[config.mk]
export PLATFORM = sky130hd
export DESIGN_NAME = udf_plan
export DESIGN_NICKNAME = d
export VERILOG_FILES = /design/src/hdl/udf_pkg.sv /design/src/hdl/udf_plan.sv
export SDC_FILE = /design/constraint.sdc
export NUM_CORES = 1
export LEC_CHECK = 0
export BUFFER_PORTS_ARGS = -buffer_cell sky130_fd_sc_hd__buf_2
export CORE_MARGIN = 10
export CORE_UTILIZATION = 40
export DETAILED_ROUTE_END_ITERATION = 8
export GPL_TIMING_DRIVEN = 0
export PLACE_DENSITY = 0.82
export SYNTH_ARGS = -nofsm -noshare
export SYNTH_HDL_FRONTEND = slang
export SYNTH_SLANG_ARGS = --single-unit
[constraint.sdc]
create_clock -name clock -period 10.93 [get_ports clock]
set_input_delay 1.6395 -clock clock [delete_from_list [all_inputs] [get_ports clock]]
set_output_delay 1.6395 -clock clock [all_outputs]
set_load 0.005 [all_outputs]
[src/hdl/udf_pkg.sv]
// shared constants, types and helpers of the unsigned decimal field formatter
`default_nettype none
package udf_pkg;

   // field limit and digit count of a 32-bit value
   localparam int MAX_FIELD  = 64;
   localparam int NUM_DIGITS = 10;
   localparam int LEN_W      = 7;
   localparam int DCNT_W     = 4;

   // reciprocal of ten: q = (v * RECIP_TEN) >> RECIP_SHIFT is exact for 32-bit v
   localparam logic [32:0] RECIP_TEN   = 33'h0CCCCCCCD;
   localparam int          RECIP_SHIFT = 35;

   // ascii codes
   localparam logic [7:0] CHAR_ZERO  = 8'h30;
   localparam logic [7:0] CHAR_SPACE = 8'h20;

   // register indexes
   localparam logic [1:0] REG_FIELD_WIDTH  = 2'd0;
   localparam logic [1:0] REG_MIN_DIGITS   = 2'd1;
   localparam logic [1:0] REG_LEFT_JUSTIFY = 2'd2;
   localparam logic [1:0] REG_ZERO_PAD     = 2'd3;

   typedef logic [4*NUM_DIGITS-1:0] digit_vec_type;

   // what one cell hands to the next
   typedef struct packed {
      logic          valid;
      logic [31:0]   quot;
      digit_vec_type digs;
   } cell_type;

   // segment lengths of one field, ready for the emitter
   typedef struct packed {
      logic              valid;
      logic [LEN_W-1:0]  lead;
      logic [LEN_W-1:0]  zeros;
      logic [DCNT_W-1:0] ndig;
      logic [LEN_W-1:0]  trail;
      logic [LEN_W-1:0]  total;
      logic              pad_zero;
      digit_vec_type     digs;
   } plan_type;

   // pick one bcd digit, least significant at index 0
   function automatic logic [3:0] digit_at(digit_vec_type vec, logic [DCNT_W-1:0] idx);
      logic [3:0] result;
      result = 4'd0;
      for (int k = 0; k < NUM_DIGITS; k++) begin
         if (idx == DCNT_W'(k)) begin
            result = vec[4*k +: 4];
         end
      end
      return result;
   endfunction

endpackage
`default_nettype wire

[src/hdl/udf_plan.sv]
// field layout stage: digit count, precision zeros and padding lengths
`default_nettype none
module udf_plan
   import udf_pkg::*;
(
   input  wire logic             clock,
   input  wire logic             reset,
   input  wire logic             advance,
   input  wire cell_type         cell_in,
   input  wire logic [LEN_W-1:0] field_width,
   input  wire logic [7:0]       min_digits,
   input  wire logic             left_justify,
   input  wire logic             zero_pad,
   output plan_type              plan_out
);

   logic [DCNT_W-1:0] ndig;
   logic [LEN_W-1:0]  ndig_ext;
   logic [LEN_W-1:0]  prec;
   logic [LEN_W-1:0]  width;
   logic [LEN_W-1:0]  body;
   logic [LEN_W-1:0]  fill;
   logic              empty;
   plan_type          plan_in;
   plan_type          plan_ff;

   // digit count: highest nonzero digit, at least one
   always_comb begin
      ndig = DCNT_W'(1);
      for (int k = 1; k < NUM_DIGITS; k++) begin
         if (cell_in.digs[4*k +: 4] != 4'd0) begin
            ndig = DCNT_W'(k + 1);
         end
      end
   end

   // saturated settings and segment lengths
   always_comb begin
      ndig_ext = LEN_W'(ndig);
      if (min_digits[7]) begin
         prec = '0;
      end else if (min_digits > 8'(MAX_FIELD)) begin
         prec = LEN_W'(MAX_FIELD);
      end else begin
         prec = min_digits[LEN_W-1:0];
      end
      width = (field_width > LEN_W'(MAX_FIELD)) ? LEN_W'(MAX_FIELD) : field_width;
      empty = (min_digits == 8'd0) && (cell_in.digs == '0);
      if (empty) begin
         body = '0;
      end else begin
         body = (prec > ndig_ext) ? prec : ndig_ext;
      end
      fill = (width > body) ? width - body : '0;

      plan_in.valid    = cell_in.valid;
      plan_in.lead     = left_justify ? '0 : fill;
      plan_in.trail    = left_justify ? fill : '0;
      plan_in.zeros    = empty ? '0 : body - ndig_ext;
      plan_in.ndig     = empty ? '0 : ndig;
      plan_in.total    = fill + body;
      plan_in.pad_zero = zero_pad;
      plan_in.digs     = cell_in.digs;
   end

   // layout register, only the valid flag is reset
   always_ff @(posedge clock) begin
      if (reset) begin
         plan_ff.valid <= 1'b0;
      end else if (advance) begin
         plan_ff <= plan_in;
      end
   end

   assign plan_out = plan_ff;

endmodule
`default_nettype wire

; Word level (Yosys, flattened, before mapping)
; Index checks and enable logic that the tools add are counted.
[classes]
eq_ne = 0
muxes = 15
magnitude_cmp = 4
n_shift = 0
div = 0
n_bitwise = 1
add_sub_neg = 3
mul = 0
n_reduce_logical = 13
[ops]
columns = op, count
row1 = 7-bit two-way mux, 6
row2 = 40-bit logical NOT, 1
row3 = 4-bit nonzero test, 9
row4 = 4-bit two-way mux, 8
row5 = 8-bit by 7-bit greater-than comparator with 1-bit output (second input constant), 1
row6 = 8-bit logical NOT, 1
row7 = 7-bit adder, 1
row8 = 7-bit by 4-bit greater-than comparator with 1-bit output, 1
row9 = 7-bit greater-than comparator, 1
row10 = 7-bit greater-than comparator (second input constant), 1
row11 = 7-bit by 4-bit subtractor with 7-bit output, 1
row12 = 7-bit subtractor, 1
row13 = 2-bit two-way mux, 1
row14 = 2-bit AND reduction, 1
row15 = 1-bit logical AND, 1
row16 = 1-bit NOT, 1
[totals]
out_inout_bits = 74
inputBits = 93
mem_bits_ro = 0
wordCells = 44
ramBits = 0
ff_bits = 74
latchBits = 0
mem_count = 0

; Depth between registers and ports, before layout
[depth]
word_depth = 16
depth_mapped = 26
mapped_depth_nobuf = 25

; Worst setup path before layout
; Ideal clock, no wire load.
[synth_timing]
kind = input port to flip-flop
start = in cell_in[33] in the netlist's numbering
end = reg plan_ff (netlist bit plan_out[47]) (data pin)
path_buffers = 1
setup_slack_ns = 3.884
t_required_ns = 10.672
setup_ns = 0.258
arrival_time_ns = 6.788
stages = 24
cell_sequence = nor4_4 > nand2_1 > o21ai_0 > inv_1 > ha_1 > and3b_1 > a2111oi_2 > o22ai_1 > nand2_1 > a21boi_0 > ha_1 > nor2b_1 > o2111ai_1 > a21oi_1 > o21ai_0 > clkbuf_1 > nor2_1 > fa_1 > a21o_1 > a21oi_1 > o21bai_1 > a21oi_1 > xor2_1 > xnor2_1
[synth_rtl]
columns = element, line_no
row1 = start: declaration, udf_plan.sv:9  ; input wire cell_type cell_in,
row2 = end signal: assignment, udf_plan.sv:71  ; plan_ff <= plan_in;
row3 = end: declaration, udf_plan.sv:25  ; plan_type plan_ff;

==> flow_metrics.py <==
metrics = {
    "outcome": {
        "status": "completed",
    },
    "flow_run": {
        "cap_violations": 0,
    },
    "clock_tree": {
        "root_buffer": "clkbuf_8",
        "clk_latency_ps": 340,
        "clock-sinks": 74,
        "htree_levels": 3,
        "clk_pin_slew_ps": 80,
        "clockBufferDepth": 2,
        "cts_tree": "yes",
        "numCtsBuffers": 9,
        "cts_setup_buffers": 0,
        "postCtsHoldBufs": 0,
        "post_cts_resized": 0,
    },
    "power": {
        "p_per_area_nw_per_um2": 151,
        "power.leakage_nw": 1.98,
        "p_total_w": 0.000719,
        "irDropWorstVdd_v": 0.0000985,
    },
    "floorplan": {
        "ios": 167,
        "start_util_pct": 41.5,
        "die_x_um": 116,
        "dieArea_um2": 13400,
        "row_count": 34,
        "core_um2": 8850,
        "die-height_um": 116,
    },
    "synth": {
        "synth-async-reset-ratio_pct": 0,
        "yosys_warnings": 0,
        "synth_top_cell_by_area": "edfxtp_1",
        "ys.flop_type": "edfxtp_1",
        "synthCells": 279,
        "synth_most_common_cell": "edfxtp_1",
        "ys_types": 48,
        "synthTopCellsByArea": "edfxtp_1 (60%), ha_1 (6.8%), nor2b_1 (2.4%)",
        "synthesis.area_um2": 3680,
        "synth_nets": 395,
        "synth_edf_count": 73,
        "ys_ff_latch": 74,
        "synth.cells.most_frequent": "edfxtp_1 (73), nor2_1 (23), ha_1 (20)",
        "synth_top_area_share_pct": 59.6,
        "syn_avg_cell_area_um2": 13.2,
        "yosysSeqAreaShare_pct": 60.2,
    },
    "setup_path": {
        "reg2reg_depth": 2,
        "rrSetupSlack_ps": 10340,
        "crit_family": "compound AO/OA/AOI/OAI gates",
        "rr_startpoint": "plan_out[73]",
        "path_max_fanout": 10,
        "crit_path_end_kind": "flop",
        "crit_start": "cell_in[5]",
        "startpoint_type": "input port",
        "r2r-end": "plan_out[73]",
        "criticalPathCategory": "in -> reg",
        "arrival_ps": 7980,
        "cp_slowest_stage_delay_ps": 480,
        "worstPathRequired_ps": 11030,
        "crit_top_cell": "a21oi_1",
        "critPathBufInv": 3,
        "crit_path_top_delay_cell": "fa_1",
    },
    "sta": {
        "period_share_pct": 72.1,
        "skew_ps": 0,
        "rsz0062_at_grt": "false",
        "fin_crit_ps": 7880,
        "finalSetupViolCount": 0,
        "setup_tns_ps": 0,
        "timing.fmax_mhz": 127,
        "final_max_slew_viol_count": 0,
        "final_hold_viol_count": 0,
        "tightest_slew_ps": 897,
        "relSlewSlack_pct": 39.8,
    },
    "layout": {
        "num_antenna_cells": 0,
        "fin_nets": 541,
        "drive_gt1_share_pct": 38.1,
        "area_growth_pct": 29.2,
        "largest_register_ffs": 74,
        "n_fill_cell": 802,
    },
    "drt": {
        "firstDrtPassIters": 4,
        "drc": 0,
        "via_count": 2770,
        "vias_per_cell": 5.15,
        "routedWlPerCell_um": 18.3,
        "first_iter_violations": 173,
        "ant_nets": 0,
        "detail_route.wirelength_um": 9860,
    },
    "global_routing": {
        "grt_pass1_wl_um": 15300,
        "antenna_found_initial": 0,
        "grtUsageTotal_pct": 14.7,
        "grt_remaining_overflow": 0,
        "grt_max_degree": 36,
        "grt_pass1_vias": 2967,
    },
    "place": {
        "dpl.hpwl_um": 8030,
        "port_buffers": 133,
        "place_congestion": 0.771,
    },
    "worst_hold_path": {
        "whs_path_depth": 2,
        "min_from": "plan_out[73]",
        "whs_endpoint": "plan_out[73]",
        "hp-class": "reg -> reg",
    },
}
## worst max-delay path by stage
stage / slack (ps) / endpoint / depth (start not counted)
2_1_floorplan: 3880 / plan_out[47] / 24
4_1_cts: 3080 / plan_out[47] / 26
3_5_place_dp: 2770 / plan_out[47] / 26
6_report: 3050 / plan_out[47] / 26
5_1_grt: 2510 / plan_out[47] / 26
3_3_place_gp: 2880 / plan_out[47] / 26
## per-stage QoR
step,hold WS (ps),worst slack [ps],instances,area (um^2),util (%)
finish,505,3050,538,4750,53.7
global route,555,2510,538,4750,53.7
CTS,519,3080,538,4750,53.7
detailed placement,494,2770,522,4520,51.1
global placement,470,2880,520,4480,50.6
floorplan,485,3880,279,3680,-
## layer usage
metal	wire length [um]	up-vias	track usage, %
met1	3590	1316	15.6
met4	195	0	6.26
met2	5470	88	26.4
li1	-	1348	-
met5	0	-	0
met3	602	18	4.44
## kinds of logic (layout without fill, tap and decap cells)
logic type | after synthesis | count (layout) | synth area share, %
multiplexers | 2 | 2 | 0.545
XOR/XNOR | 14 | 14 | 3.34
adder cells (fa/ha/maj) | 23 | 23 | 8.44
buffers and inverters | 17 | 168 | 1.74
flip-flops | 74 | 74 | 60.2
AO/OA/AOI/OAI | 46 | 46 | 8.10
AND/OR/NAND/NOR | 103 | 103 | 17.7
## layout make-up
| type | count | area (um^2) | area share (%) |
|---|---|---|---|
| Clock inverter | 7 | 101 | 2.13 |
| Inverter | 14 | 52.6 | 1.11 |
| Multi-Input combinational cell | 188 | 1410 | 29.6 |
| Clock buffer | 9 | 124 | 2.61 |
| Timing Repair Buffer | 135 | 706 | 14.9 |
| Tap cell | 108 | 135 | 2.85 |
| Buffer | 3 | 11.3 | 0.237 |
| Sequential cell | 74 | 2210 | 46.6 |
## cell usage in the layout, fill, tap and decap left out, drive strengths merged, types with 2 or more instances in the layout
cell	synthesis	layout
buf	1	136
edfxtp	73	73
nor2	23	23
ha	20	20
inv	14	16
nor2b	14	14
a21oi	14	14
o21ai	13	13
nand2	12	12
nor4	12	12
clkbuf	2	11
nor3	8	8
and2	7	7
xnor2	7	7
xor2	7	7
nand2b	7	7
nand4	4	4
and3	4	4
or4	3	3
a21boi	3	3
a21o	3	3
fa	3	3
nand3	3	3
clkinv	0	3
mux2i	2	2
o32a	2	2
nor3b	2	2
bufinv	0	2
## worst min-delay path: stages (launching register included)
cell and delay, ps:
dfxtp_1 330, mux2i_1 70, nor2_1 70
## power breakdown
group	switching (W)	internal, W
Combinational	0.0000776	0.0000584
Clock	0.000108	0.000131
Sequential	0.00000463	0.000339
No activity file was read; power rests on OpenSTA's default activity.
