--- src/hdl/udf_pkg.sv ---
// shared constants, types and helpers of the unsigned decimal field formatter
`default_nettype none
package udf_pkg;

   // field limit and digit count of a 32-bit value
   localparam int MAX_FIELD  = 64;
   localparam int NUM_DIGITS = 10;
   localparam int LEN_W      = 7;
   localparam int DCNT_W     = 4;

   // reciprocal of ten: q = (v * RECIP_TEN) >> RECIP_SHIFT is exact for 32-bit v
   localparam logic [32:0] RECIP_TEN   = 33'h0CCCCCCCD;
   localparam int          RECIP_SHIFT = 35;

   // ascii codes
   localparam logic [7:0] CHAR_ZERO  = 8'h30;
   localparam logic [7:0] CHAR_SPACE = 8'h20;

   // register indexes
   localparam logic [1:0] REG_FIELD_WIDTH  = 2'd0;
   localparam logic [1:0] REG_MIN_DIGITS   = 2'd1;
   localparam logic [1:0] REG_LEFT_JUSTIFY = 2'd2;
   localparam logic [1:0] REG_ZERO_PAD     = 2'd3;

   typedef logic [4*NUM_DIGITS-1:0] digit_vec_type;

   // what one cell hands to the next
   typedef struct packed {
      logic          valid;
      logic [31:0]   quot;
      digit_vec_type digs;
   } cell_type;

   // segment lengths of one field, ready for the emitter
   typedef struct packed {
      logic              valid;
      logic [LEN_W-1:0]  lead;
      logic [LEN_W-1:0]  zeros;
      logic [DCNT_W-1:0] ndig;
      logic [LEN_W-1:0]  trail;
      logic [LEN_W-1:0]  total;
      logic              pad_zero;
      digit_vec_type     digs;
   } plan_type;

   // pick one bcd digit, least significant at index 0
   function automatic logic [3:0] digit_at(digit_vec_type vec, logic [DCNT_W-1:0] idx);
      logic [3:0] result;
      result = 4'd0;
      for (int k = 0; k < NUM_DIGITS; k++) begin
         if (idx == DCNT_W'(k)) begin
            result = vec[4*k +: 4];
         end
      end
      return result;
   endfunction

endpackage
`default_nettype wire

--- src/hdl/udf_emit.sv ---
// character emitter: walks the field segments one character per cycle while rsp is not stalled
`default_nettype none
module udf_emit
   import udf_pkg::*;
(
   input  wire logic     clock,
   input  wire logic     reset,
   input  wire plan_type plan_in,
   output logic          take,
   output logic          rsp_valid,
   input  wire logic     rsp_stall,
   output logic [7:0]    rsp_char_code,
   output logic          rsp_last_char
);

   logic [LEN_W-1:0]  rem_ff,   rem_in;
   logic [LEN_W-1:0]  lead_ff,  lead_in;
   logic [LEN_W-1:0]  zeros_ff, zeros_in;
   logic [DCNT_W-1:0] ndig_ff,  ndig_in;
   logic [LEN_W-1:0]  trail_ff, trail_in;
   logic              pad_zero_ff;
   digit_vec_type     digs_ff;
   logic              ovalid_ff, ovalid_in;
   logic [7:0]        char_ff,   char_in;
   logic              last_ff,   last_in;
   logic              out_free;
   logic              step;
   logic [7:0]        cur_char;

   // output register frees when empty or its transaction completes
   assign out_free = !ovalid_ff || !rsp_stall;
   assign step     = out_free && (rem_ff != '0);
   assign take     = plan_in.valid && ((rem_ff == '0) || (step && (rem_ff == LEN_W'(1))));

   // character of the current position and segment countdown
   always_comb begin
      lead_in  = lead_ff;
      zeros_in = zeros_ff;
      ndig_in  = ndig_ff;
      trail_in = trail_ff;
      priority if (lead_ff != '0) begin
         cur_char = pad_zero_ff ? CHAR_ZERO : CHAR_SPACE;
         lead_in  = lead_ff - LEN_W'(1);
      end else if (zeros_ff != '0) begin
         cur_char = CHAR_ZERO;
         zeros_in = zeros_ff - LEN_W'(1);
      end else if (ndig_ff != '0) begin
         cur_char = CHAR_ZERO + 8'(digit_at(digs_ff, ndig_ff - DCNT_W'(1)));
         ndig_in  = ndig_ff - DCNT_W'(1);
      end else begin
         cur_char = CHAR_SPACE;
         trail_in = trail_ff - LEN_W'(1);
      end
      rem_in = rem_ff - LEN_W'(1);
   end

   // segment counters: load a new field or count down
   always_ff @(posedge clock) begin
      if (reset) begin
         rem_ff <= '0;
      end else if (take) begin
         rem_ff <= plan_in.total;
      end else if (step) begin
         rem_ff <= rem_in;
      end
   end

   always_ff @(posedge clock) begin
      if (take) begin
         lead_ff     <= plan_in.lead;
         zeros_ff    <= plan_in.zeros;
         ndig_ff     <= plan_in.ndig;
         trail_ff    <= plan_in.trail;
         pad_zero_ff <= plan_in.pad_zero;
         digs_ff     <= plan_in.digs;
      end else if (step) begin
         lead_ff  <= lead_in;
         zeros_ff <= zeros_in;
         ndig_ff  <= ndig_in;
         trail_ff <= trail_in;
      end
   end

   // output register
   always_comb begin
      ovalid_in = step;
      char_in   = cur_char;
      last_in   = (rem_ff == LEN_W'(1));
   end

   always_ff @(posedge clock) begin
      if (reset) begin
         ovalid_ff <= 1'b0;
      end else if (out_free) begin
         ovalid_ff <= ovalid_in;
      end
   end

   always_ff @(posedge clock) begin
      if (out_free) begin
         char_ff <= char_in;
         last_ff <= last_in;
      end
   end

   assign rsp_valid     = ovalid_ff;
   assign rsp_char_code = char_ff;
   assign rsp_last_char = last_ff;

endmodule
`default_nettype wire

--- config.mk ---
export PLATFORM = sky130hd
export DESIGN_NAME = udf_emit
export DESIGN_NICKNAME = d
export VERILOG_FILES = /design/src/hdl/udf_pkg.sv /design/src/hdl/udf_emit.sv
export SDC_FILE = /design/constraint.sdc
export NUM_CORES = 1
export LEC_CHECK = 0
export BUFFER_PORTS_ARGS = -buffer_cell sky130_fd_sc_hd__buf_2
export CAP_MARGIN = 20
export CORE_ASPECT_RATIO = 1.5
export CORE_MARGIN = 2
export CORE_UTILIZATION = 24
export CTS_CLUSTER_SIZE = 8
export DETAILED_ROUTE_END_ITERATION = 12
export GPL_TIMING_DRIVEN = 0
export MAX_ROUTING_LAYER = met4
export PLACE_DENSITY = 0.48
export SETUP_SLACK_MARGIN = 0.02
export SKIP_CTS_REPAIR_TIMING = 1
export SLEW_MARGIN = 10
export SYNTH_ARGS = -nofsm -noshare
export SYNTH_HDL_FRONTEND = slang
export SYNTH_SLANG_ARGS = --single-unit
--- constraint.sdc ---
create_clock -name clock -period 6.2 [get_ports clock]
set_clock_uncertainty 0.15 [all_clocks]
set_input_delay 1.24 -clock clock [delete_from_list [all_inputs] [get_ports clock]]
set_output_delay 1.24 -clock clock [all_outputs]
set_load 0.02 [all_outputs]
## Yosys cells after proc, flatten, opt, wreduce, memory -nomap -nowiden

Index checks and enable logic that the tools add are counted.

- RAM bits: 0
- Output and inout bits: 11
- Latch bits: 0
- Register bits: 76
- Word-level logic and storage cells: 77
- Memories kept: 0
- Bits in read-only memories: 0

- $lt $le $gt $ge: 0
- Equal/unequal tests: 12
- Divide/modulo/power cells: 0
- Bitwise gates (word level): 0
- Reduce and logical (&&, ||, !) cells: 20
- Add/sub/neg operators: 5
- Multipliers: 0
- Mux-type cells: 31
- Shift-type cells: 0

Operators by type and width:

| kind | number |
|---|---|
| 7-bit two-way mux | 12 |
| 4-bit two-way mux | 18 |
| 7-bit nonzero test | 3 |
| 7-bit by 1-bit subtractor with 7-bit output (second input constant) | 3 |
| 4-bit by 3-bit == test with 1-bit output (second input constant) | 4 |
| 4-bit by 2-bit == test with 1-bit output (second input constant) | 2 |
| 4-bit == test (second input constant) | 2 |
| 2-bit nonzero test | 4 |
| 6-bit by 4-bit adder with 7-bit output (first input constant) | 1 |
| 7-bit by 1-bit == test with 1-bit output (second input constant) | 1 |
| 7-bit logical NOT | 1 |
| 5-bit two-way mux | 1 |
| 4-bit by 1-bit == test with 1-bit output (second input constant) | 1 |
| 4-bit logical NOT | 1 |
| 2-bit != test (second input constant) | 2 |
| 4-bit AND reduction | 1 |
| 4-bit nonzero test | 1 |
| 4-bit by 1-bit subtractor with 4-bit output (second input constant) | 1 |
| 1-bit logical AND | 3 |
| 3-bit AND reduction | 1 |
| 1-bit logical NOT | 2 |
| 1-bit logical OR | 2 |
| 2-bit AND reduction | 1 |

## Depth between registers and ports, before layout

- Depth in word-level cells: 19
- Mapped depth: 9

## Worst setup path after synthesis

Ideal clock, no wire load.

- Path type: in2out
- Start point: input rsp_stall
- End point: output take
- Stages: 4
- Path buffers: 1
- Path slack: 2.436 ns
- Data required time: 4.810 ns
- Data arrival time: 2.374 ns
- Cell sequence: a21boi_0 > o2111ai_1 > inv_2 > buf_2

- Word-level cells in the longest chain between the ends: 6

Ends and longest elaborated chain:

| what | line | text |
|---|---|---|
| start, declared | udf_emit.sv:11 | `input wire logic rsp_stall,` |
| 1-bit logical NOT | udf_emit.sv:31 | `assign out_free = !ovalid_ff \|\| !rsp_stall;` |
| 1-bit logical OR | udf_emit.sv:31 |  |
| 1-bit logical AND | udf_emit.sv:32 | `assign step = out_free && (rem_ff != '0);` |
| 1-bit logical AND | udf_emit.sv:33 | `assign take = plan_in.valid && ((rem_ff == '0) \|\| (step && (rem_ff == LEN_W'(1))));` |
| 1-bit logical OR | udf_emit.sv:33 |  |
| 1-bit logical AND | udf_emit.sv:33 |  |
| end, declared | udf_emit.sv:9 | `output logic take,` |

No other way between the ends.

## Final worst setup path

Same ends and word-level chain as after synthesis.

==> results.sh <==
export IMPL_numCtsBuffers=9
export IMPL_rsz0062_at_grt="false"
export IMPL_layout_min_cycle_time_ps=4200
export IMPL_netlist_area_mm2=0.00356
export IMPL_drtIter0Drc=135
export IMPL_synth_top_cells_by_area="edfxtp_1, dfxtp_1, nand2_1, a21oi_1, ha_1"
export IMPL_die_h_um=153
export IMPL_cts_buffer_depth=2
export IMPL_yosysUniqueCellTypes=61
export IMPL_ios=88
export IMPL_grtUsageTotal_pct=12.5
export IMPL_seq_area_mm2=0.00211
export IMPL_critPathArrivalTime_ps=2810
export IMPL_startpoint_type="primary input"
export IMPL_critPathRequiredTime_ps=4810
export IMPL_final_cell_mix="buf_2, edfxtp_1, nand2_1"
export IMPL_yosysTopAreaCell="edfxtp_1"
export IMPL_multi_input_area_mm2=0.00132
export IMPL_grt_pass1_wl_mm=14.3
export IMPL_maxCapViolCount=0
export IMPL_numClockSinks=73
export IMPL_grt_ovfl_total=0
export IMPL_vias=2641
export IMPL_diodes=0
export IMPL_postRouteAntennaNets=0
export IMPL_crit_path_top_delay_cell="buf_2"
export IMPL_cp_common_cell="buf_2"
export IMPL_synth_edf_count=65
export IMPL_finish_net_count=487
export IMPL_ys_seq_area_share_pct=59.3
export IMPL_max_slew_worst_pin_slew_ps=751
export IMPL_dr_pass1_iters=4
export IMPL_crit_path_max_incr_delay_ps=440
export IMPL_vias_per_cell=4.39
export IMPL_dp_final_hpwl_mm=6.96
export IMPL_path_class="in -> out"
export IMPL_r2r_cells=7
export IMPL_slew_viol_final=0
export IMPL_clockRootBuffer="clkbuf_16"
export IMPL_fmax_ghz=0.238
export IMPL_avgSynthCellArea_um2=11.4
export IMPL_syn_inst=313
export IMPL_vdd_drop_max_v=0.000147
export IMPL_period_share_pct=67.7
export IMPL_rows=54
export IMPL_crit_cells=7
export IMPL_finalHoldViolCount=0
export IMPL_wire_per_inst_um=15.1
export IMPL_die_area_mm2=0.0159
export IMPL_portBuffers=76
export IMPL_ys_flop_type="edfxtp_1"
export IMPL_min_path_cells=2
export IMPL_fin_tns_setup_ps=0
export IMPL_p_leak_nw=1.72
export IMPL_slew_headroom_pct=49.9
export IMPL_htreeDepth=3
export IMPL_dp_cells=587
export IMPL_place_gp_congestion=0.818
export IMPL_status="finished, final reports clean"
export IMPL_antenna_found_initial=0
export IMPL_drc=0
export IMPL_crit_buf_inv=5
export IMPL_cts_tree="built"
export IMPL_grt_max_degree=34
export IMPL_cp_top_family="buffers and inverters"
export IMPL_grt_pass1_vias=2777
export IMPL_crit_path_max_fanout=33
export IMPL_clkLatencyLatePin_ps=340
export IMPL_nFillCells=1498
export IMPL_ys_seq_elements=73
export IMPL_area_growth_pct=26.9
export IMPL_hold_class="reg -> reg"
export IMPL_layout_commonest_cell="buf_2"
export IMPL_setup_viol=0
export IMPL_start_util_pct=24.5
export IMPL_synth_top_area_share_pct=54.8
export IMPL_cp_cell_sequence="buf_2 > a21boi_0 > o2111ai_1 > inv_2 > buf_2 > buf_12 > buf_2"
export IMPL_die_w_um=103
export IMPL_yosys_warnings=0
export IMPL_cp_end_kind="output port"
export IMPL_layout_drive_gt1_share_pct=28.1
export IMPL_drt_wl_total_mm=9.09
export IMPL_synthArstFlopShare_pct=0
export IMPL_core_area_mm2=0.0145
export IMPL_clk_pin_slew_worst_paths_ps=60
export IMPL_stdcell_count=602
export IMPL_powerDensity_mw_per_mm2=472
## final timing paths
check	from	to	slack (ps)
setup / recovery	rsp_stall	take	2000
hold / removal	rem_ff[1]	rem_ff[1]	340
setup reg to reg	ndig_ff[0]	rsp_char_code[3]	3430
hold reg to reg	rem_ff[1]	rem_ff[1]	340
## Yosys cell counts, types with 4 or more instances
master / instances
nor2b_1: 5
a21oi_1: 22
o21ai_1: 4
o22ai_1: 4
buf_2: 5
dfxtp_1: 8
ha_1: 8
o21ai_0: 19
clkbuf_1: 4
nor3_1: 6
inv_1: 13
nand2b_1: 9
nor2_1: 26
nand3_1: 6
or3_1: 5
a31oi_1: 6
xnor2_1: 8
nand2_1: 30
edfxtp_1: 65
## registers in the layout, summed over array words and instances (netlist names)
signal / count
lead_ff: 7
rsp_char_code: 5
rsp_last_char: 1
rsp_valid: 1
pad_zero_ff: 1
digs_ff: 40
ndig_ff: 4
zeros_ff: 7
rem_ff: 7
## where the power goes
part           switching [mW]  leakage [nW]  total, mW  internal (mW)
Clock                   0.196         0.145      0.543          0.347
Sequential             0.0826         0.683      0.839          0.756
Combinational           0.466         0.894      0.754          0.287
## metrics by stage
step / area, µm² / total power, mW / setup slack, ps / util [%] / hold WS (ps)
finish: 4520 / 2.14 / 2000 / 31.1 / 339
global route: 4520 / 2.29 / 1810 / 31.1 / 380
CTS: 4520 / 2.17 / 1950 / 31.1 / 343
detailed placement: 4210 / 1.61 / 1950 / 29.0 / 329
global placement: 4190 / 1.58 / 1620 / 28.9 / 322
floorplan: 3570 / 1.38 / 2440 / - / 307
## worst reg2reg max path: cells and delay by family (launching register included)
| kind | cells | cell delay, ps |
|---|---|---|
| AND/OR/NAND/NOR | 1 | 170 |
| AO/OA/AOI/OAI | 3 | 860 |
| flip-flops | 1 | 510 |
| buffers and inverters | 2 | 630 |
| adder cells (fa/ha/maj) | 1 | 200 |
## logic make-up after synthesis
logic type / synth area share, %
other: 0.211
buffers and inverters: 3.76
and+or+nand+nor: 15.2
AOI/OAI and AO/OA: 16.2
adders and majority gates: 2.81
xor gates and xnor gates: 1.97
DFF: 59.3
muxes: 0.562
## area by class of cell
type	count	area share (%)
Sequential cell	73	46.7
Inverter	14	1.16
Multi-Input combinational cell	212	29.2
Timing Repair Buffer	77	8.85
Clock inverter	6	1.85
Tap cell	196	5.42
Clock buffer	9	4.98
Buffer	15	1.80
## layer usage
metal / vias to the layer above / track usage [%] / part of all wire (%)
li1: 1341 / - / -
met1: 1212 / 13.7 / 39
met2: 75 / 21.1 / 54
met3: 13 / 2.29 / 4.4
met4: 0 / 6.52 / 2.5
met5: - / - / 0
Power figures use the tool's default switching activity.
